File: src/rtl/core/convolution_3x3_rgb_clamp_defines.svh
// Assertion macros shared by the convolution block.
`ifndef CONVOLUTION_3X3_RGB_CLAMP_DEFINES_SVH
`define CONVOLUTION_3X3_RGB_CLAMP_DEFINES_SVH

// Checks that the consequent holds in the same cycle as the antecedent.
`define CV3_ASSERT_SAME(label, clk, rst_n, ante, cons) \
  label: assert property (@(posedge clk) disable iff (!rst_n) (ante) |-> (cons)) \
    else $error("convolution block check failed");

// Checks that the consequent holds in the cycle after the antecedent.
`define CV3_ASSERT_NEXT(label, clk, rst_n, ante, cons) \
  label: assert property (@(posedge clk) disable iff (!rst_n) (ante) |=> (cons)) \
    else $error("convolution block check failed");

`endif

File: src/rtl/core/cv3_pkg.sv
package cv3_pkg;

  localparam int MAX_LINE   = 1024;
  localparam int ADDR_W     = $clog2(MAX_LINE);
  localparam int DIM_W      = 11;
  localparam int COEF_BITS  = 8;
  localparam int COEF_REG_W = 3 * COEF_BITS;
  localparam int PIX_W      = 8;
  localparam int RGB_W      = 3 * PIX_W;
  localparam int TAPS       = 9;
  localparam int TAP_W      = $clog2(TAPS);
  localparam int ACC_W      = 20;
  localparam int DIV_STEPS  = ACC_W - 1;
  localparam int CNT_W      = 5;
  localparam int CFG_ADDR_W = 5;
  localparam int DIV_W      = 8;

  typedef enum logic [2:0] {
    REG_COEF_TOP    = 3'd0,
    REG_COEF_MIDDLE = 3'd1,
    REG_COEF_BOTTOM = 3'd2,
    REG_DIVISOR     = 3'd3,
    REG_WIDTH       = 3'd4,
    REG_HEIGHT      = 3'd5
  } reg_idx_t;

  typedef struct packed {
    logic             done;
    logic [PIX_W-1:0] value;
  } lane_res_t;

  typedef struct packed {
    logic [ADDR_W-1:0] row;
    logic [ADDR_W-1:0] col;
    logic              frame_done;
  } pos_t;

  function automatic logic [DIM_W-1:0] clamp_dim(input logic [DIM_W-1:0] v);
    if (v < DIM_W'(3)) begin
      return DIM_W'(3);
    end else if (v > DIM_W'(MAX_LINE)) begin
      return DIM_W'(MAX_LINE);
    end
    return v;
  endfunction

endpackage

File: src/rtl/core/cv3_merge.sv
module cv3_merge
  import cv3_pkg::*;
(
  input  logic              clk,
  input  logic              rst_n,
  input  lane_res_t         res_red,
  input  lane_res_t         res_green,
  input  lane_res_t         res_blue,
  input  pos_t              pos,
  input  logic              out_stall,
  output logic              take,
  output logic              out_valid,
  output logic [PIX_W-1:0]  out_red,
  output logic [PIX_W-1:0]  out_green,
  output logic [PIX_W-1:0]  out_blue,
  output logic [ADDR_W-1:0] out_row,
  output logic [ADDR_W-1:0] out_col,
  output logic              out_frame_done
);

  logic             valid_r;
  logic [PIX_W-1:0] red_r;
  logic [PIX_W-1:0] green_r;
  logic [PIX_W-1:0] blue_r;
  pos_t             pos_r;

  assign take = res_red.done && res_green.done && res_blue.done && (!valid_r || !out_stall);

  always_ff @(posedge clk) begin
    if (!rst_n) begin
      valid_r <= 1'b0;
    end else if (take) begin
      valid_r <= 1'b1;
      red_r   <= res_red.value;
      green_r <= res_green.value;
      blue_r  <= res_blue.value;
      pos_r   <= pos;
    end else if (!out_stall) begin
      valid_r <= 1'b0;
    end
  end

  assign out_valid      = valid_r;
  assign out_red        = red_r;
  assign out_green      = green_r;
  assign out_blue       = blue_r;
  assign out_row        = pos_r.row;
  assign out_col        = pos_r.col;
  assign out_frame_done = pos_r.frame_done;

endmodule

File: config.mk
export PLATFORM = sky130hd
export DESIGN_NAME = cv3_merge
export DESIGN_NICKNAME = d
export VERILOG_FILES = /design/src/rtl/core/convolution_3x3_rgb_clamp_defines.svh /design/src/rtl/core/cv3_pkg.sv /design/src/rtl/core/cv3_merge.sv
export SDC_FILE = /design/constraint.sdc
export NUM_CORES = 1
export LEC_CHECK = 0
export BUFFER_PORTS_ARGS = -buffer_cell sky130_fd_sc_hd__clkbuf_2
export CAP_MARGIN = 20
export CORE_ASPECT_RATIO = 0.9
export CORE_MARGIN = 5
export CORE_UTILIZATION = 38
export CTS_BUF_LIST = sky130_fd_sc_hd__clkbuf_2
export CTS_CLUSTER_SIZE = 28
export DETAILED_ROUTE_END_ITERATION = 10
export GPL_TIMING_DRIVEN = 0
export MAX_ROUTING_LAYER = met4
export PLACE_DENSITY = 0.84
export SETUP_SLACK_MARGIN = 0.1
export SLEW_MARGIN = 20
export SYNTH_ARGS = -nofsm -noshare
export SYNTH_HDL_FRONTEND = slang
export SYNTH_SLANG_ARGS = --single-unit
File: constraint.sdc
create_clock -name clk -period 2.75 [get_ports clk]
set_clock_uncertainty 0.1 [all_clocks]
set_input_delay 0.1375 -clock clk [delete_from_list [all_inputs] [get_ports clk]]
set_output_delay 0.1375 -clock clk [all_outputs]
set_load 0.02 [all_outputs]
Yosys cells after proc, flatten, opt, wreduce, memory -nomap -nowiden
Cells that the tools add are included.
- equality and inequality tests: 1
- reductions and logical operators: 7
- mux-type cells: 2
- operators with widths (cell ; number):
    logical AND 1 bit ; 3
    logical NOT 1 bit ; 2
    two-way mux 1 bit ; 2
    != test 2 x 1 -> 1 bit, second input constant ; 1
    AND reduction 2 bit ; 1
    logical OR 1 bit ; 1
- bits in registers: 46
- input bits: 51

Logic depth before layout (Yosys ltp)
- depth after elaboration: 4
- mapped depth: 2
- gate-level depth less buffers: 2

Worst setup path before layout
OpenSTA, ideal clock, no wires.
- path type: reg2reg
- start point: register valid_r (netlist: out_valid)
- end point: register blue_r[0] (netlist: out_blue[0]), enable pin
- path slack: -0.040 ns
- path buffers: 0
- setup time: 0.440 ns
- data required time: 2.210 ns
- data arrival time: 2.251 ns
- stages on the path, launching flop included: 3
- cell sequence: dfxtp_1 > nand2_1 > nor3b_2
- longest elaborated chain between the ends: 4
- ends and longest elaborated chain (item ; RTL line ; RTL):
    start: declaration ; cv3_merge.sv:21 ; logic valid_r;
    start signal: assignment ; cv3_merge.sv:31 ; valid_r <= 1'b0;
    start signal: assignment ; cv3_merge.sv:33 ; valid_r <= 1'b1;
    start signal: assignment ; cv3_merge.sv:39 ; valid_r <= 1'b0;
    logical NOT 1 bit ; cv3_merge.sv:27 ; assign take = res_red.done && res_green.done && res_blue.done && (!valid_r || !out_stall);
    logical OR 1 bit ; cv3_merge.sv:27 ;
    logical AND 1 bit ; cv3_merge.sv:27 ;
    AND reduction 2 bit (no line) ; n/a ;
    end signal: assignment ; cv3_merge.sv:36 ; blue_r <= res_blue.value;
    end: declaration ; cv3_merge.sv:24 ; logic [PIX_W-1:0] blue_r;
No other way between the ends.
A chain may end at the register's enable or synchronous reset.

Worst setup path after layout
- start point: input out_stall
- end point: register green_r[5] (netlist: out_green[5]), enable pin
- longest elaborated chain between the ends: 4
- ends and longest elaborated chain (item ; RTL line ; RTL):
    start: declaration ; cv3_merge.sv:10 ; input logic out_stall,
    logical NOT 1 bit ; n/a ;
    logical OR 1 bit ; cv3_merge.sv:27 ;
    logical AND 1 bit ; cv3_merge.sv:27 ;
    AND reduction 2 bit (no line) ; n/a ;
    end signal: assignment ; cv3_merge.sv:35 ; green_r <= res_green.value;
    end: declaration ; cv3_merge.sv:23 ; logic [PIX_W-1:0] green_r;
No other way between the ends.

==> flow_summary.json <==
{
  "clkLatencyLatePin_ns": 0.39,
  "cts_setup_buffers": 0,
  "drc_errors": 0,
  "path_class": "in2reg",
  "cp.arrival_ns": 1.82,
  "rsz0062_at_grt": "false",
  "fin_nets": 256,
  "fin_cells": 252,
  "synth.net_count": 103,
  "status": "complete, no violations",
  "wire_per_inst_um": 15.7,
  "cap_violations": 0,
  "area_delta_synth_final_pct": 78.9,
  "design_area_sq_um": 2520,
  "synthCells": 52,
  "finalPower_mw": 1.27,
  "syn_area_per_cell_sq_um": 27.1,
  "diodes": 0,
  "cts_buffers": 5,
  "cp.required_ns": 2.78,
  "swShare": 0.200,
  "grt_usage": 0.180,
  "p_clk_frac": 0.278,
  "cts_tree": "yes",
  "start_kind": "input pin",
  "synth_cell_type_count": 7,
  "powerDensity_nw_per_um2": 504,
  "seqPwrFrac": 0.619,
  "drive_gt1_frac": 0.524,
  "via_per_inst": 4.30,
  "grt_pass1_wl_um": 6020,
  "hold_path.class": "in2reg",
  "dp_cells": 197,
  "async_flop_share": 0,
  "gp_congestion": 0.677,
  "drt_iter0_markers": 69,
  "placementRows": 21,
  "r2r_end": "out_green[5]",
  "dpl.hpwl_um": 2430,
  "hold_viol": 0,
  "fp.dieH_um": 67.8,
  "nFillCells": 248,
  "crit_path_max_fanout": 16,
  "pin_count": 98,
  "grt_pass1_vias": 1199,
  "antenna_left": 0,
  "end_kind": "flop",
  "startpoint": "out_stall",
  "numPortBuffers": 97,
  "seq_area_frac_synth": 0.972,
  "max-clock-path-buffers": 2,
  "synth_most_common_cell": "edfxtp_1",
  "synth-seq-cells": 46,
  "fp.dieW_um": 74.2,
  "synth-edff-count": 45,
  "synth_area_sq_um": 1410,
  "drv_slew": 0,
  "grt_max_degree": 17,
  "max_clock_freq_mhz": 559,
  "p_int_mw": 1.02,
  "dr.pass1.iters": 4,
  "ys.flop_type": "edfxtp_1",
  "fin_setup_tns_ns": 0,
  "endpoint": "out_green[5]",
  "finalSetupViolations": 0,
  "antenna_found_initial": 0,
  "synth_top_cell_area_share": 0.957,
  "cts.sinks": 46,
  "yosysTopAreaCell": "edfxtp_1",
  "timing.rr.start": "out_valid",
  "ys_warn_count": 0,
  "fin_crit_sh": 0.651,
  "root_buffer": "clkbuf_2",
  "vdd_drop_max_mv": 0.331,
  "core_area_sq_um": 3650,
  "p_leak_nw": 1.09,
  "htree_levels": 2,
  "switchingPower_mw": 0.255,
  "yosys-top-cells-count": "edfxtp_1 (45), a21oi_1 (2)",
  "die_area_sq_um": 5030,
  "fin_crit_ns": 1.79,
  "wl_um": 3970,
  "placed_area_sq_um": 1990,
  "clk_pin_slew_ns": 0.23,
  "initial_core_util": 0.386,
  "r2r_slack_ns": 1.00,
  "worst_pin_slew_ns": 0.758,
  "p_comb_frac": 0.103,
  "reg2regPathDepth": 3,
  "grt-ovfl-total": 0,
  "vias": 1083,
  "max_slew_margin": 0.494,
  "ys_top_cells_by_area": "edfxtp_1 (96%), dfxtp_1 (1.4%), nor3b_2 (0.89%)"
}
## cell type report
type                       instances  area [sq um]  share of cell area
sequential                        46          1370               0.543
timing repair buffer             146           986               0.390
tap                               46          57.6              0.0228
multi-input combinational          5          42.5              0.0168
clock inverter                     2          33.8              0.0134
clock buffer                       6          30.0              0.0119
inverter                           1          3.75             0.00149
## state kept, by name, indices dropped and copies added, names as in the netlist
register,cells
out_red,8
out_row,10
out_frame_done,1
out_col,10
out_blue,8
out_green,8
out_valid,1
## per-layer routing
metal  vias up  global-route usage  routed length (um)
met2        79               0.290                1930
met1       485               0.200                1430
li1        513                   -                   -
met3         6              0.0734                 537
met5         -                   -                   0
met4         0              0.0733                  65
## cells in the final DEF (no fill, tap or decap), drive strengths merged
cell type,Yosys,layout
a21oi,2,2
nor3b,1,1
bufinv,0,1
clkbuf,0,103
buf,0,2
dlygate4sd3,0,47
dfxtp,1,1
clkinv,0,1
inv,1,1
nand2,1,1
nand3,1,1
edfxtp,45,45
## how the worst min path moves through the flow
stage / cells past startpoint / start / end / slack, ns
2_1_floorplan: 0 / res_blue[0] / out_blue[0] / 0.14
3_3_place_gp: 1 / pos[11] / out_row[0] / 0.21
3_5_place_dp: 1 / pos[18] / out_row[7] / 0.22
4_1_cts: 3 / res_green[8] / out_row[7] / 0.08
5_1_grt: 3 / rst_n / out_row[7] / 0.09
6_report: 3 / rst_n / out_row[7] / 0.12
## power groups by stage
stage	Combinational [mW]	Clock [mW]	Sequential, mW
floorplan	0.00858	0	0.819
CTS	0.127	0.363	0.787
detailed placement	0.0755	0	0.803
finish	0.131	0.354	0.788
global placement	0.0699	0	0.803
global route	0.141	0.392	0.789
## critical path: stages
cell	delay (ns)
dlygate4sd3_1	0.54
clkbuf_2	0.13
nand2_1	0.09
nor3b_4	0.66
buf_8	0.25
## timing repair
item	CTS	global route
endpoints found under the hold margin	46	0
resized for setup	0	0
hold buffers	47	0
## logic make-up (layout without fill, tap and decap cells)
group                  Yosys count  after routing  synth area share
buffers and inverters            1            155           0.00266
AND/OR/NAND/NOR                  3              3            0.0186
flip-flops                      46             46             0.972
AO/OA/AOI/OAI                    2              2           0.00709
## through the flow
step	hold slack [ns]	utilization	setup slack [ns]
after floorplan	0.136	-	0.558
after global placement	0.214	0.537	0.323
after detailed placement	0.216	0.545	1.05
after CTS	0.0776	0.691	1.03
after global routing	0.0917	0.691	0.863
final	0.117	0.691	0.960
Note: power is estimated with default switching activity, not from simulation.
