## src/rtl/core/convolution_3x3_rgb_clamp_defines.svh

```systemverilog
// Assertion macros shared by the convolution block.
`ifndef CONVOLUTION_3X3_RGB_CLAMP_DEFINES_SVH
`define CONVOLUTION_3X3_RGB_CLAMP_DEFINES_SVH

// Checks that the consequent holds in the same cycle as the antecedent.
`define CV3_ASSERT_SAME(label, clk, rst_n, ante, cons) \
  label: assert property (@(posedge clk) disable iff (!rst_n) (ante) |-> (cons)) \
    else $error("convolution block check failed");

// Checks that the consequent holds in the cycle after the antecedent.
`define CV3_ASSERT_NEXT(label, clk, rst_n, ante, cons) \
  label: assert property (@(posedge clk) disable iff (!rst_n) (ante) |=> (cons)) \
    else $error("convolution block check failed");

`endif

```

## src/rtl/core/cv3_pkg.sv

```systemverilog
package cv3_pkg;

  localparam int MAX_LINE   = 1024;
  localparam int ADDR_W     = $clog2(MAX_LINE);
  localparam int DIM_W      = 11;
  localparam int COEF_BITS  = 8;
  localparam int COEF_REG_W = 3 * COEF_BITS;
  localparam int PIX_W      = 8;
  localparam int RGB_W      = 3 * PIX_W;
  localparam int TAPS       = 9;
  localparam int TAP_W      = $clog2(TAPS);
  localparam int ACC_W      = 20;
  localparam int DIV_STEPS  = ACC_W - 1;
  localparam int CNT_W      = 5;
  localparam int CFG_ADDR_W = 5;
  localparam int DIV_W      = 8;

  typedef enum logic [2:0] {
    REG_COEF_TOP    = 3'd0,
    REG_COEF_MIDDLE = 3'd1,
    REG_COEF_BOTTOM = 3'd2,
    REG_DIVISOR     = 3'd3,
    REG_WIDTH       = 3'd4,
    REG_HEIGHT      = 3'd5
  } reg_idx_t;

  typedef struct packed {
    logic             done;
    logic [PIX_W-1:0] value;
  } lane_res_t;

  typedef struct packed {
    logic [ADDR_W-1:0] row;
    logic [ADDR_W-1:0] col;
    logic              frame_done;
  } pos_t;

  function automatic logic [DIM_W-1:0] clamp_dim(input logic [DIM_W-1:0] v);
    if (v < DIM_W'(3)) begin
      return DIM_W'(3);
    end else if (v > DIM_W'(MAX_LINE)) begin
      return DIM_W'(MAX_LINE);
    end
    return v;
  endfunction

endpackage

```

## src/rtl/core/cv3_lane.sv

```systemverilog
module cv3_lane
  import cv3_pkg::*;
(
  input  logic                                clk,
  input  logic                                rst_n,
  input  logic                                start,
  input  logic                                ack,
  input  logic [TAPS-1:0][PIX_W-1:0]          samples,
  input  logic [TAPS-1:0][COEF_BITS-1:0]      coefs,
  input  logic [DIV_W-1:0]                    divisor,
  output lane_res_t                           res
);

  typedef enum logic [1:0] {L_IDLE, L_MAC, L_DIV, L_DONE} lane_state_t;

  lane_state_t               state_r;
  logic [CNT_W-1:0]          cnt_r;
  logic signed [ACC_W-1:0]   acc_r;
  logic signed [ACC_W-1:0]   acc_nxt;
  logic [DIV_STEPS-1:0]      quo_r;
  logic [DIV_STEPS-1:0]      quo_nxt;
  logic [DIV_W-1:0]          rem_r;
  logic [DIV_W-1:0]          rem_nxt;
  logic [DIV_W:0]            trial;
  logic                      ge;
  logic [PIX_W-1:0]          value_r;
  logic [TAP_W-1:0]          tap;
  logic signed [PIX_W+COEF_BITS:0] prod;

  assign tap     = cnt_r[TAP_W-1:0];
  assign prod    = $signed({1'b0, samples[tap]}) * $signed(coefs[tap]);
  assign acc_nxt = acc_r + ACC_W'(prod);

  assign trial   = {rem_r, quo_r[DIV_STEPS-1]};
  assign ge      = trial >= {1'b0, divisor};
  assign rem_nxt = ge ? DIV_W'(trial - {1'b0, divisor}) : trial[DIV_W-1:0];
  assign quo_nxt = {quo_r[DIV_STEPS-2:0], ge};

  always_ff @(posedge clk) begin
    if (!rst_n) begin
      state_r <= L_IDLE;
      cnt_r   <= '0;
    end else begin
      case (state_r)
        L_IDLE: begin
          if (start) begin
            acc_r   <= '0;
            cnt_r   <= '0;
            state_r <= L_MAC;
          end
        end
        L_MAC: begin
          acc_r <= acc_nxt;
          if (cnt_r == CNT_W'(TAPS - 1)) begin
            cnt_r <= '0;
            if (acc_nxt < 0) begin
              value_r <= '0;
              state_r <= L_DONE;
            end else begin
              quo_r   <= acc_nxt[DIV_STEPS-1:0];
              rem_r   <= '0;
              state_r <= L_DIV;
            end
          end else begin
            cnt_r <= cnt_r + CNT_W'(1);
          end
        end
        L_DIV: begin
          rem_r <= rem_nxt;
          quo_r <= quo_nxt;
          if (cnt_r == CNT_W'(DIV_STEPS - 1)) begin
            cnt_r   <= '0;
            value_r <= (|quo_nxt[DIV_STEPS-1:PIX_W]) ? {PIX_W{1'b1}} : quo_nxt[PIX_W-1:0];
            state_r <= L_DONE;
          end else begin
            cnt_r <= cnt_r + CNT_W'(1);
          end
        end
        L_DONE: begin
          if (ack) begin
            state_r <= L_IDLE;
          end
        end
        default: begin
          state_r <= L_IDLE;
        end
      endcase
    end
  end

  assign res.done  = (state_r == L_DONE);
  assign res.value = value_r;

endmodule

```

## config.mk

```make
export PLATFORM = sky130hd
export DESIGN_NAME = cv3_lane
export DESIGN_NICKNAME = d
export VERILOG_FILES = /design/src/rtl/core/convolution_3x3_rgb_clamp_defines.svh /design/src/rtl/core/cv3_pkg.sv /design/src/rtl/core/cv3_lane.sv
export SDC_FILE = /design/constraint.sdc
export NUM_CORES = 1
export LEC_CHECK = 0
export BUFFER_PORTS_ARGS = -buffer_cell sky130_fd_sc_hd__buf_2
export CAP_MARGIN = 15
export CORE_AREA = 3 3 166 168
export DETAILED_ROUTE_END_ITERATION = 6
export DIE_AREA = 0 0 169 171
export GPL_TIMING_DRIVEN = 0
export PLACE_DENSITY = 0.57
export SYNTH_ARGS = -nofsm -noshare
export SYNTH_HDL_FRONTEND = slang
export SYNTH_SLANG_ARGS = --single-unit
```

## constraint.sdc

```tcl
create_clock -name clk -period 9.4 [get_ports clk]
set_input_delay 0.47 -clock clk [delete_from_list [all_inputs] [get_ports clk]]
set_output_delay 0.47 -clock clk [all_outputs]
set_load 0.03 [all_outputs]
```

* After elaboration in Yosys (flattened, before gate mapping) *
Cells that the tools add are included.

storage, ports and cells
  bits of input ports = 156
  register bits = 62
  logic and storage cells = 62

operators by class
  multiplexer cells = 28
  $lt $le $gt $ge = 3
  $add $sub $neg = 3
  reductions and logical operators = 10
  equal/unequal tests = 11
  multipliers = 1

operators with widths
  kind                   count
  $mux W8                9
  $bmux W8 S4            2
  $pmux W20 S2           1
  $mux W19               2
  $pmux W19 S2           1
  $pmux W8 S2            2
  $add A20 B17 Y20       1
  $lt A20 B1 Y1 const B  1
  $mux W20               1
  $mul A9 B8 Y17         1
  $mux W5                3
  $pmux W5 S3            1
  $ne A2 B2 Y1 const B   6
  $reduce_or A11 Y1      1
  $ge A9 B8 Y1           1
  $mux W2                4
  $pmux W2 S4            1
  $reduce_and A4 Y1      2
  $sub A8 B8 Y8          1
  $add A5 B1 Y5 const B  1
  $eq A5 B4 Y1 const B   1
  $eq A5 B5 Y1 const B   1
  $lt A4 B5 Y1 const B   1
  $reduce_and A5 Y1      1
  8 further kinds        10

* Logic depth before layout (Yosys ltp) *
Gate-level depths: netlist (run 1).

  depth after elaboration = 8
  depth in mapped cells = 24
  mapped depth without buffers = 22

* Worst setup path after synthesis (run 1) *
No wires, ideal clock.

  kind = reg-to-reg
  start = register cnt_r[0]
  end = register quo_r[0], enable pin
  buffers on the path = 2
  arrival time = 6.578 ns
  slack = 2.440 ns
  setup time = 0.383 ns
  cell stages (with the launch flop) = 24
  period minus slack after synthesis = 6.960 ns
  cells stage by stage = dfxtp_1 -> buf_4 -> buf_2 -> mux4_2 -> mux2i_1 -> nor2_1 -> a21oi_1 -> nor2_1 -> fa_1 -> inv_1 -> fa_1 -> inv_1 -> fa_1 -> inv_1 -> fa_1 -> inv_1 -> fa_1 -> ha_1 -> o21ai_0 -> o211ai_1 -> a41oi_1 -> a21o_1 -> nor3_1 -> a211o_1

between the ends
  cells in the longest elaborated chain, start to end = 7

RTL lines
  what                                    RTL line        text
  start: declaration                      cv3_lane.sv:17  logic [CNT_W-1:0] cnt_r;
  start signal: assignment                cv3_lane.sv:65  cnt_r <= cnt_r + CNT_W'(1);
  start signal: assignment                cv3_lane.sv:76  cnt_r <= cnt_r + CNT_W'(1);
  $bmux W8 S4                             cv3_lane.sv:31  assign prod = $signed({1'b0, samples[tap]}) * $signed(coefs[tap]);
  $mux W8 (implied by the code)           cv3_lane.sv:31
  $mul A9 B8 Y17                          cv3_lane.sv:31
  $add A20 B17 Y20                        cv3_lane.sv:32  assign acc_nxt = acc_r + ACC_W'(prod);
  $lt A20 B1 Y1                           cv3_lane.sv:56  if (acc_nxt < 0) begin
  $ne A2 B2 Y1 (no source line)           --
  $reduce_and A4 Y1 (no source line) (*)  --
  end signal: assignment                  cv3_lane.sv:60  quo_r <= acc_nxt[DIV_STEPS-1:0];
  end signal: assignment                  cv3_lane.sv:70  quo_r <= quo_nxt;
  end: declaration                        cv3_lane.sv:20  logic [DIV_STEPS-1:0] quo_r;

Every way passes the cells marked *; elsewhere a longest branch is shown, timed or not. The select of a mux whose other input is x is not followed.
A chain may end at the register's enable or synchronous reset.

* Worst setup path in the final report (run 1) *
  start = register cnt_r[1]
  end = register quo_r[14], enable pin

The elaborated chain is that of the path after synthesis.

==> results.cfg, run 1 <==
[die]
die_area_mm2 = 0.0289
design.portCount = 165
die_height_um = 171
start_util_pct = 27.1
die_width_um = 169
design.core.area_mm2 = 0.0261
placement_row_count = 59

[clock_tree]
insertion_delay_ns = 0.33
clkSlewWorstSetupHoldPaths_ns = 0.06
cts_made_buffers = 9
cts-resized-gates = 0
tritoncts = yes
clockRootBuffer = sky130_fd_sc_hd__clkbuf_16
ctsHtreeMaxLevel = 3
post-cts-setup-buffers = 0
number_of_clock_sinks = 62
clk_path_buf_depth = 2
cts_hold_buffers = 0

[synthesis]
synth_area_leaders = sky130_fd_sc_hd__edfxtp_1 23%, sky130_fd_sc_hd__fa_1 15%, sky130_fd_sc_hd__ha_1 13%
syn-cell-area_mm2 = 0.00706
syn_area_per_cell_um2 = 9.99
synth_cell_types = 52
yosys_warnings = 0
fraction_of_synthesized_cell_area_taken_by_the_top_area_cell_type_pct = 23.4
register_area_share_after_synthesis_pct = 25.4
mappedNetlistNets = 992
synth_top_cell_by_area = sky130_fd_sc_hd__edfxtp_1
synth_most_common_cell = sky130_fd_sc_hd__inv_1
post_synth_inst_count = 707
postSynth.topFlopCell = sky130_fd_sc_hd__edfxtp_1
synth_enable_flop_cells = 55
synth.top_cells.by_count = 100 x sky130_fd_sc_hd__inv_1, 88 x sky130_fd_sc_hd__nor2_1, 76 x sky130_fd_sc_hd__ha_1, 63 x sky130_fd_sc_hd__nand2_1, 55 x sky130_fd_sc_hd__edfxtp_1
ys_seq_elements = 62
asyncSetResetFlopFracSynth_pct = 0

[critical_path]
crit_fanout = 27
crit_end = quo_r[14]$_DFFE_PP_
launch_point_of_the_worst_reg_to_reg_path = cnt_r[1]$_SDFFE_PN0P_
worst_setup_path_startpoint = cnt_r[1]$_SDFFE_PN0P_
cp_data_required_time_ns = 9.35
criticalPathCategory = reg2reg
cp-end-kind = flip-flop
setup.worst_path.start_class = flip-flop
regToRegSetupSlack_ns = 1.14
reg2reg_depth = 23
regToRegEndpoint = quo_r[14]$_DFFE_PP_
worst_ep_arrival_time_ns = 8.21

[job]
cap_viol_max_count = 0

[timing]
layout_worst_path_cycle_share_pct = 87.9
fin_tns_setup_ns = 0
slew_at_the_pin_with_the_worst_max_slew_slack_ns = 1.12
rsz0062_at_grt = false
timing.fmax_mhz = 121
final-setup-viol-count = 0
finalHoldViolCount = 0
final_period_minus_worst_setup_slack_ns = 8.26
finClkSkew_ns = 0.00669
max_slew_violation_count = 0
slew_headroom_pct = 25.6

[layout]
final-instance-count-excl-fill = 1222
layout.nets = 1168
final_cell_utilization_of_the_core_pct = 33.0
n_fill_cell = 2721
insertedDiodeCount = 0
final_layout_size_suffix_gt1_share_pct = 26.4
area.growth.synth_to_final_pct = 21.8

[global_routing]
overflow = 0
globalRouteTotalUtil_pct = 13.7
grt_max_degree = 28
grt_pass1_vias = 5993
initial_antenna_violation_count = 0
grt_first_pass_wirelength_mm = 31.4

[placement]
placement.io_buffers = 163
hpwlAfterDp_mm = 17.0
dpl.cell_count = 1207
globalplace.congestion = 0.853

[outcome]
run_status = completed

[drt]
residual_drc = 0
vias = 5762
viasPerCell = 4.72
post_drt_wl_per_cell_um = 16.3
wirelength_mm = 19.9
dr.pass1.iters = 4
postRouteAntennaNets = 0
detail_route.iter0.violations = 243

[min_path]
worstHoldPathCells = 2
hp-class = in2reg
## worst min-delay path by stage
stage | startpoint | to | slack (ns)
after floorplan | cnt_r[4]$_SDFFE_PN0P_ | cnt_r[4]$_SDFFE_PN0P_ | 0.49
after global placement | cnt_r[4]$_SDFFE_PN0P_ | cnt_r[4]$_SDFFE_PN0P_ | 0.51
after detailed placement | quo_r[1]$_DFFE_PP_ | value_r[2]$_SDFFCE_PN0P_ | 0.51
after CTS | rst_n | state_r[1]$_SDFFE_PN0P_ | 0.48
after global routing | rst_n | cnt_r[1]$_SDFFE_PN0P_ | 0.50
final | rst_n | state_r[1]$_SDFFE_PN0P_ | 0.49
## cell usage in the layout (no fill, tap or decap), types with 7 or more instances in the layout
cell type	instances
sky130_fd_sc_hd__xnor2_1	7
sky130_fd_sc_hd__nand4_1	8
sky130_fd_sc_hd__inv_1	100
sky130_fd_sc_hd__edfxtp_1	55
sky130_fd_sc_hd__fa_1	53
sky130_fd_sc_hd__buf_2	170
sky130_fd_sc_hd__mux2i_1	24
sky130_fd_sc_hd__xor2_1	12
sky130_fd_sc_hd__nor2_1	88
sky130_fd_sc_hd__ha_1	76
sky130_fd_sc_hd__nand2_1	63
sky130_fd_sc_hd__o21ai_0	34
sky130_fd_sc_hd__or2_2	7
sky130_fd_sc_hd__and2_1	7
sky130_fd_sc_hd__clkbuf_16	9
sky130_fd_sc_hd__nand3_1	9
sky130_fd_sc_hd__mux4_2	32
sky130_fd_sc_hd__dfxtp_1	7
sky130_fd_sc_hd__clkbuf_1	15
sky130_fd_sc_hd__nor3_1	10
sky130_fd_sc_hd__a21oi_1	29
## registers in the layout, indices dropped and copies added (netlist names)
signal   flops
value_r      8
quo_r       19
cnt_r        5
state_r      2
rem_r        8
acc_r       20
## cell type report
| class | count | area (um2) | share of cell area [%] |
|---|---|---|---|
| Timing Repair Buffer | 165 | 836 | 9.72 |
| Clock inverter | 5 | 51.3 | 0.596 |
| Tap cell | 335 | 419 | 4.87 |
| Multi-Input combinational cell | 522 | 4800 | 55.8 |
| Inverter | 101 | 379 | 4.41 |
| Buffer | 22 | 93.8 | 1.09 |
| Clock buffer | 10 | 229 | 2.66 |
| Sequential cell | 62 | 1790 | 20.8 |
## worst max-delay path, cell delays in order (launching register included)
cell                       delay [ns]
sky130_fd_sc_hd__dfxtp_1         0.37
sky130_fd_sc_hd__clkbuf_1        0.39
sky130_fd_sc_hd__clkbuf_1        0.49
sky130_fd_sc_hd__mux4_2          0.40
sky130_fd_sc_hd__mux2i_1         0.20
sky130_fd_sc_hd__nor2_1          0.06
sky130_fd_sc_hd__a21oi_1         0.59
sky130_fd_sc_hd__nor2_1          0.12
sky130_fd_sc_hd__fa_1            0.50
sky130_fd_sc_hd__inv_1           0.05
sky130_fd_sc_hd__fa_1            0.52
sky130_fd_sc_hd__inv_1           0.06
sky130_fd_sc_hd__fa_1            0.53
sky130_fd_sc_hd__inv_1           0.07
sky130_fd_sc_hd__fa_1            0.53
sky130_fd_sc_hd__inv_1           0.05
sky130_fd_sc_hd__fa_1            0.46
sky130_fd_sc_hd__ha_1            0.36
sky130_fd_sc_hd__o21ai_0         0.13
sky130_fd_sc_hd__o211ai_1        0.18
sky130_fd_sc_hd__a41oi_1         0.47
sky130_fd_sc_hd__a21oi_1         0.25
sky130_fd_sc_hd__nor3_1          0.22
sky130_fd_sc_hd__a211o_1         0.87
## kinds of logic after synthesis
family                     count (synthesis)  synth area share, %
and+or+nand+nor                          213                 13.5
buffers and inverters                    123                 6.70
muxes                                     60                 14.3
adders and majority gates                129                 28.5
DFF                                       62                 25.4
AOI/OAI and AO/OA                        100                 9.09
xor gates and xnor gates                  20                 2.59
## routing by layer
metal	vias up	global-route usage (%)	part of all wire (%)
met5	-	0	0
met2	216	23.5	46
li1	2807	-	-
met3	34	2.52	8.4
met1	2705	17.0	42
met4	0	6.21	3.7
## metrics by stage
step | setup slack, ns | hold slack (ns) | area [um2]
6_report | 1.14 | 0.489 | 8600
4_1_cts | 1.09 | 0.480 | 8600
2_1_floorplan | 2.44 | 0.493 | 7060
3_5_place_dp | 1.09 | 0.514 | 8320
5_1_grt | 0.652 | 0.497 | 8600
3_3_place_gp | 1.12 | 0.514 | 8300
Power of run 1 is not shown: default switching activity piles up to over one toggle a cycle in this logic, so the estimate is an artifact.
==> run 2: changes to the inputs <==
REMOVE_ABC_BUFFERS = 1   (was unset)
==> run 2 against run 1 <==
Via count decreased by 1.6%. Clock skew is 0.0071 ns higher. Utilization increased by 0.20 points. Worst hold slack worse by 0.016 ns. Sequential share of layout area shrank 0.098 points. Register-to-register slack better by 0.30 ns.
==> results.cfg, run 2 (synthesis gave the netlist of run 1 again) <==
[outcome]
run_status = completed

[layout]
largest_registers = acc_r: 20 flops, quo_r: 19 flops
sequential_cell_area_mm2 = 0.00179
multiInputGateArea_mm2 = 0.00481
commonest_non_fill_non_tap_cell_in_the_layout = sky130_fd_sc_hd__buf_2
layout.nets = 1150
insertedDiodeCount = 0
largest_register_ff_count = 20
largest-register = acc_r
area.growth.synth_to_final_pct = 22.5
final_layout_size_suffix_gt1_share_pct = 27.0
n_fill_cell = 2707
final_cell_mix = 164 x sky130_fd_sc_hd__buf_2, 100 x sky130_fd_sc_hd__inv_1, 88 x sky130_fd_sc_hd__nor2_1
final_instance_area_mm2 = 0.00865

[timing]
finClkSkew_ns = 0.0137
final_period_minus_worst_setup_slack_ns = 7.97
final-setup-viol-count = 0
holdWs_ns = 0.473
slew_headroom_pct = 36.8
max_slew_violation_count = 0
layout_worst_path_cycle_share_pct = 84.8
fin_tns_setup_ns = 0
finalHoldViolCount = 0
timing.fmax_mhz = 126
slew_at_the_pin_with_the_worst_max_slew_slack_ns = 0.944
post-route-worst-setup-slack_ns = 1.43
rsz0062_at_grt = false

[critical_path]
critical_path.n_buffers_inverters = 6
cp-end-kind = flip-flop
worst_setup_path_startpoint = cnt_r[3]$_SDFFE_PN0P_
cp_slowest_stage_delay_ns = 0.92
timing.critical_path.cells = nor4b_4, a21oi_1, inv_1, nor2_1, fa_1, inv_1, fa_1, inv_1, fa_1, inv_1, fa_1, inv_1, fa_1, ha_1, o21ai_0, o211ai_1, a41oi_1, a21oi_1, nor3_1, a211o_1, buf_16
setup.worst_path.start_class = flip-flop
largest_delay_share_family_worst_path = adder cells
crit_fanout = 22
criticalPathCategory = reg2reg
worst_ep_arrival_time_ns = 8.00
launch_point_of_the_worst_reg_to_reg_path = cnt_r[3]$_SDFFE_PN0P_
cp_data_required_time_ns = 9.43
critical-path-slowest-cell = sky130_fd_sc_hd__dfxtp_1

[die]
design.portCount = 165
die_width_um = 169
die_height_um = 171
die_area_mm2 = 0.0289
design.core.area_mm2 = 0.0261
placement_row_count = 59
start_util_pct = 27.1

[drt]
dr.pass1.iters = 4
vias = 5668
residual_drc = 0
postRouteAntennaNets = 0
wirelength_mm = 17.6
post_drt_wl_per_cell_um = 14.6
detail_route.iter0.violations = 208
viasPerCell = 4.70

[clock_tree]
clk_path_buf_depth = 2
insertion_delay_ns = 0.34
clkSlewWorstSetupHoldPaths_ns = 0.05
cts_hold_buffers = 0
cts-resized-gates = 0
tritoncts = yes
clockRootBuffer = sky130_fd_sc_hd__clkbuf_16
cts_made_buffers = 9
ctsHtreeMaxLevel = 3
number_of_clock_sinks = 62
post-cts-setup-buffers = 0

[global_routing]
grt_max_degree = 53
overflow = 0
initial_antenna_violation_count = 0
grt_first_pass_wirelength_mm = 28.4
grt_pass1_vias = 5722
globalRouteTotalUtil_pct = 12.1

[placement]
hpwlAfterDp_mm = 14.4
pre_cts_ws_ns = 1.01
detailed_place.area_mm2 = 0.00830
placement.io_buffers = 164
globalplace.congestion = 0.810

[min_path]
hp-class = in2reg
hp-start = rst_n

[job]
cap_viol_max_count = 0
[run 2: changes by cell type in the layout (fill, tap and decap cells not counted), sizes merged]
cell	before	now
clkbuf	24	13
buf	173	168
clkinv	4	1
bufinv	1	2
clkdlybuf4s18	0	1
[run 2: worst paths after layout]
check | endpoint | slack, ns | depth (start not counted)
max | quo_r[15]$_DFFE_PP_ | 1.43 | 21
min | cnt_r[0]$_SDFFE_PN0P_ | 0.47 | 2
max reg2reg | quo_r[15]$_DFFE_PP_ | 1.43 | 21
min reg2reg | value_r[1]$_SDFFCE_PN0P_ | 0.53 | 2
[run 2: routing by layer]
layer | GRT usage, % | wire length [um] | up-vias
met3 | 1.78 | 1130 | 17
met5 | 0 | 0 | -
met4 | 3.39 | 255 | 0
met1 | 15.4 | 7680 | 2720
li1 | - | - | 2769
met2 | 21.3 | 8540 | 162
[run 2: cell type report]
class	count	area share (%)
clock inverter	3	0.781
clock buffer	13	3.01
inverter	101	4.38
sequential	62	20.7
timing repair buffer	169	10.6
tap	335	4.84
multi-input combinational	522	55.6
[run 2: through the flow]
| stage | utilization [%] | instances |
|---|---|---|
| floorplan | - | 685 |
| global placement | 31.5 | 1184 |
| detailed placement | 31.8 | 1188 |
| CTS | 33.1 | 1204 |
| global route | 33.2 | 1205 |
| finish | 33.2 | 1205 |
Power of run 2 is left out for the same reason.
==> run 3: changes to the inputs <==
ABC_AREA = 1   (was unset)
CORE_AREA = 3 3 169 171   (was 3 3 166 168)
DIE_AREA = 0 0 172 174   (was 0 0 169 171)
PLACE_DENSITY = 0.59   (was 0.57)
clock period = 7.25 ns   (was 9.4 ns; I/O delays follow)
==> run 3 against run 2 <==
Utilization shrank 0.25 points. Design area grew 2.9%. Register-to-register slack lost 1.0 ns. Clock skew shrank 0.0051 ns. Flip-flop and latch count is the same. Routed wire length grew 13%. Die area grew 3.6%. First-iteration DRC count grew 25%. Count of clock-buffer cells in the layout is the same. Via count grew 17%. Global-route usage grew 1.1 points. Critical path type unchanged. Highest routed layer unchanged.
==> results.cfg, run 3 <==
[outcome]
run_status = completed

[synthesis]
ys_seq_elements = 62
post_synth_inst_count = 971
synth_most_common_cell = sky130_fd_sc_hd__nand2_1
synth-compound-area-share_pct = 11.9
synth_area_leaders = sky130_fd_sc_hd__edfxtp_1 22%, sky130_fd_sc_hd__fa_1 14%, sky130_fd_sc_hd__ha_1 13%
post_synth_mux_area_share_pct = 0
syn_area_per_cell_um2 = 7.56
main_combinational_cell_family_by_area_after_synthesis = adder cells
synth.top_cells.by_count = 226 x sky130_fd_sc_hd__nand2_1, 175 x sky130_fd_sc_hd__inv_1, 111 x sky130_fd_sc_hd__nor2_1, 87 x sky130_fd_sc_hd__o21ai_0, 76 x sky130_fd_sc_hd__ha_1
postSynth.topFlopCell = sky130_fd_sc_hd__edfxtp_1
yosys_warnings = 0
synth_cell_types = 39
synth_top_cell_by_area = sky130_fd_sc_hd__edfxtp_1
synth_enable_flop_cells = 55
asyncSetResetFlopFracSynth_pct = 0
syn-cell-area_mm2 = 0.00734
synthAdderAreaFrac_pct = 27.4
fraction_of_synthesized_cell_area_taken_by_the_top_area_cell_type_pct = 22.5
register_area_share_after_synthesis_pct = 24.4
post_synth_xor_area_fraction_pct = 2.15
post_synth_and_or_nand_nor_area_fraction_pct = 23.0

[placement]
placement.io_buffers = 164
hpwlAfterDp_mm = 15.8
pre_cts_ws_ns = -0.740
globalplace.congestion = 0.841
detailed_place.area_mm2 = 0.00853

[critical_path]
crit_end = rem_r[0]$_SDFFCE_PN0P_
worst_path_most_repeated_cell = sky130_fd_sc_hd__fa_1
reg2reg_depth = 28
setup.worst_path.start_class = flip-flop
cp_data_required_time_ns = 7.27
cp-end-kind = flip-flop
regToRegSetupSlack_ns = 0.43
worst_setup_path_startpoint = cnt_r[0]$_SDFFE_PN0P_
crit_fanout = 68
launch_point_of_the_worst_reg_to_reg_path = cnt_r[0]$_SDFFE_PN0P_
cp_slowest_stage_delay_ns = 0.55
criticalPathCategory = reg2reg
regToRegEndpoint = rem_r[0]$_SDFFCE_PN0P_
critical-path-slowest-cell = sky130_fd_sc_hd__fa_1
worst_ep_arrival_time_ns = 6.83

[timing]
slew_at_the_pin_with_the_worst_max_slew_slack_ns = 0.779
final_period_minus_worst_setup_slack_ns = 6.82
max_slew_violation_count = 0
layout_worst_path_cycle_share_pct = 94.0
slew_headroom_pct = 48.0
finClkSkew_ns = 0.00860
post-route-worst-setup-slack_ns = 0.433
timing.fmax_mhz = 147
final-setup-viol-count = 0
finalHoldViolCount = 0

[clock_tree]
ctsHtreeMaxLevel = 3
clockRootBuffer = sky130_fd_sc_hd__clkbuf_16
number_of_clock_sinks = 62
clkSlewWorstSetupHoldPaths_ns = 0.05
insertion_delay_ns = 0.34
tritoncts = yes
cts_made_buffers = 9
clk_path_buf_depth = 2

[layout]
insertedDiodeCount = 0
final_layout_size_suffix_gt1_share_pct = 20.4
commonest_non_fill_non_tap_cell_in_the_layout = sky130_fd_sc_hd__nand2_1
final_cell_mix = 226 x sky130_fd_sc_hd__nand2_1, 172 x sky130_fd_sc_hd__inv_1, 164 x sky130_fd_sc_hd__buf_2
area.growth.synth_to_final_pct = 21.3
largest-register = acc_r
final_cell_utilization_of_the_core_pct = 33.0
largest_registers = acc_r: 20 flops, quo_r: 19 flops
final_instance_area_mm2 = 0.00891
largest_register_ff_count = 20
layout.nets = 1410

[drt]
residual_drc = 0
dr.pass1.iters = 5
postRouteAntennaNets = 0
wirelength_mm = 20.0
detail_route.iter0.violations = 259
post_drt_wl_per_cell_um = 13.6
vias = 6638
viasPerCell = 4.51

[global_routing]
grt_first_pass_wirelength_mm = 32.1
initial_antenna_violation_count = 0
grt_max_degree = 69
globalRouteTotalUtil_pct = 13.2
grt_pass1_vias = 6712
overflow = 0

[die]
start_util_pct = 27.2
placement_row_count = 60
die_area_mm2 = 0.0299
die_width_um = 172
design.portCount = 165
die_height_um = 174
design.core.area_mm2 = 0.0270

[job]
cap_viol_max_count = 0

[min_path]
hp-class = in2reg
worstHoldPathCells = 3
-- run 3: cell types whose count changed after synthesis, moves of 8 or more --
cell | previous run | this run
sky130_fd_sc_hd__nor2_1 | 88 | 111
sky130_fd_sc_hd__o21ai_0 | 34 | 87
sky130_fd_sc_hd__a21oi_1 | 29 | 20
sky130_fd_sc_hd__buf_2 | 6 | 14
sky130_fd_sc_hd__nand3_2 | 0 | 16
sky130_fd_sc_hd__inv_1 | 100 | 175
sky130_fd_sc_hd__mux2i_1 | 24 | 0
sky130_fd_sc_hd__mux4_2 | 32 | 0
sky130_fd_sc_hd__nand2_1 | 63 | 226
sky130_fd_sc_hd__nand3_1 | 9 | 21
sky130_fd_sc_hd__o22ai_1 | 0 | 31
-- run 3: worst min path at each step --
stage | slack [ns] | start | end
after global placement | 0.52 | cnt_r[4]$_SDFFE_PN0P_ | cnt_r[4]$_SDFFE_PN0P_
after global routing | 0.33 | rst_n | cnt_r[0]$_SDFFE_PN0P_
after CTS | 0.31 | rst_n | cnt_r[0]$_SDFFE_PN0P_
final | 0.33 | rst_n | cnt_r[0]$_SDFFE_PN0P_
after floorplan | 0.50 | cnt_r[4]$_SDFFE_PN0P_ | cnt_r[4]$_SDFFE_PN0P_
after detailed placement | 0.52 | cnt_r[4]$_SDFFE_PN0P_ | cnt_r[4]$_SDFFE_PN0P_
-- run 3: worst max-delay path, delay by kind of cell (launching register included) --
kind | cells | cell delay (ns)
adders and majority gates | 6 | 3.00
DFF | 1 | 0.46
and+or+nand+nor | 11 | 1.25
AOI/OAI and AO/OA | 2 | 0.40
buffers and inverters | 9 | 1.33
-- run 3: cell families (layout without fill, tap and decap cells) --
group | Yosys count | count (layout)
fa+ha+maj | 129 | 129
compound gates | 157 | 157
buf+inv | 209 | 368
flops | 62 | 62
simple gates | 396 | 396
xor+xnor | 18 | 18
-- run 3: metal layers --
layer,global-route usage (%),part of all wire [%],up-vias
li1,-,-,3410
met1,15.8,44,3015
met2,23.3,46,191
met3,2.32,7.3,22
met4,4.89,2.5,0
met5,0,0,-
-- run 3: area by class of cell --
class                           instances  area, um2
Clock buffer                           13        260
Fill cell                            2893      18100
Sequential cell                        62       1800
Inverter                              177        684
Tap cell                              341        427
Timing Repair Buffer                  173        936
Timing Repair inverter                  2       15.0
Clock inverter                          3       17.5
Multi-Input combinational cell        700       4770
-- run 3: stage by stage --
| step | std cells | TNS, ns | hold WS [ns] |
|---|---|---|---|
| global placement | 1444 | -108.24 | 0.517 |
| finish | 1471 | 0 | 0.335 |
| floorplan | 939 | -8.21 | 0.496 |
| detailed placement | 1448 | -23.87 | 0.524 |
| global route | 1471 | -0.0581 | 0.330 |
| CTS | 1471 | 0 | 0.308 |
-- run 3: what timing repair did --
item,4_1_cts,5_1_grt
resized for setup,7,11
cloned,2,0
setup endpoints to repair,36,36
buffers inserted,5,0
hold buffers,0,0
pin swaps,0,0
Power of run 3 is left out for the same reason.
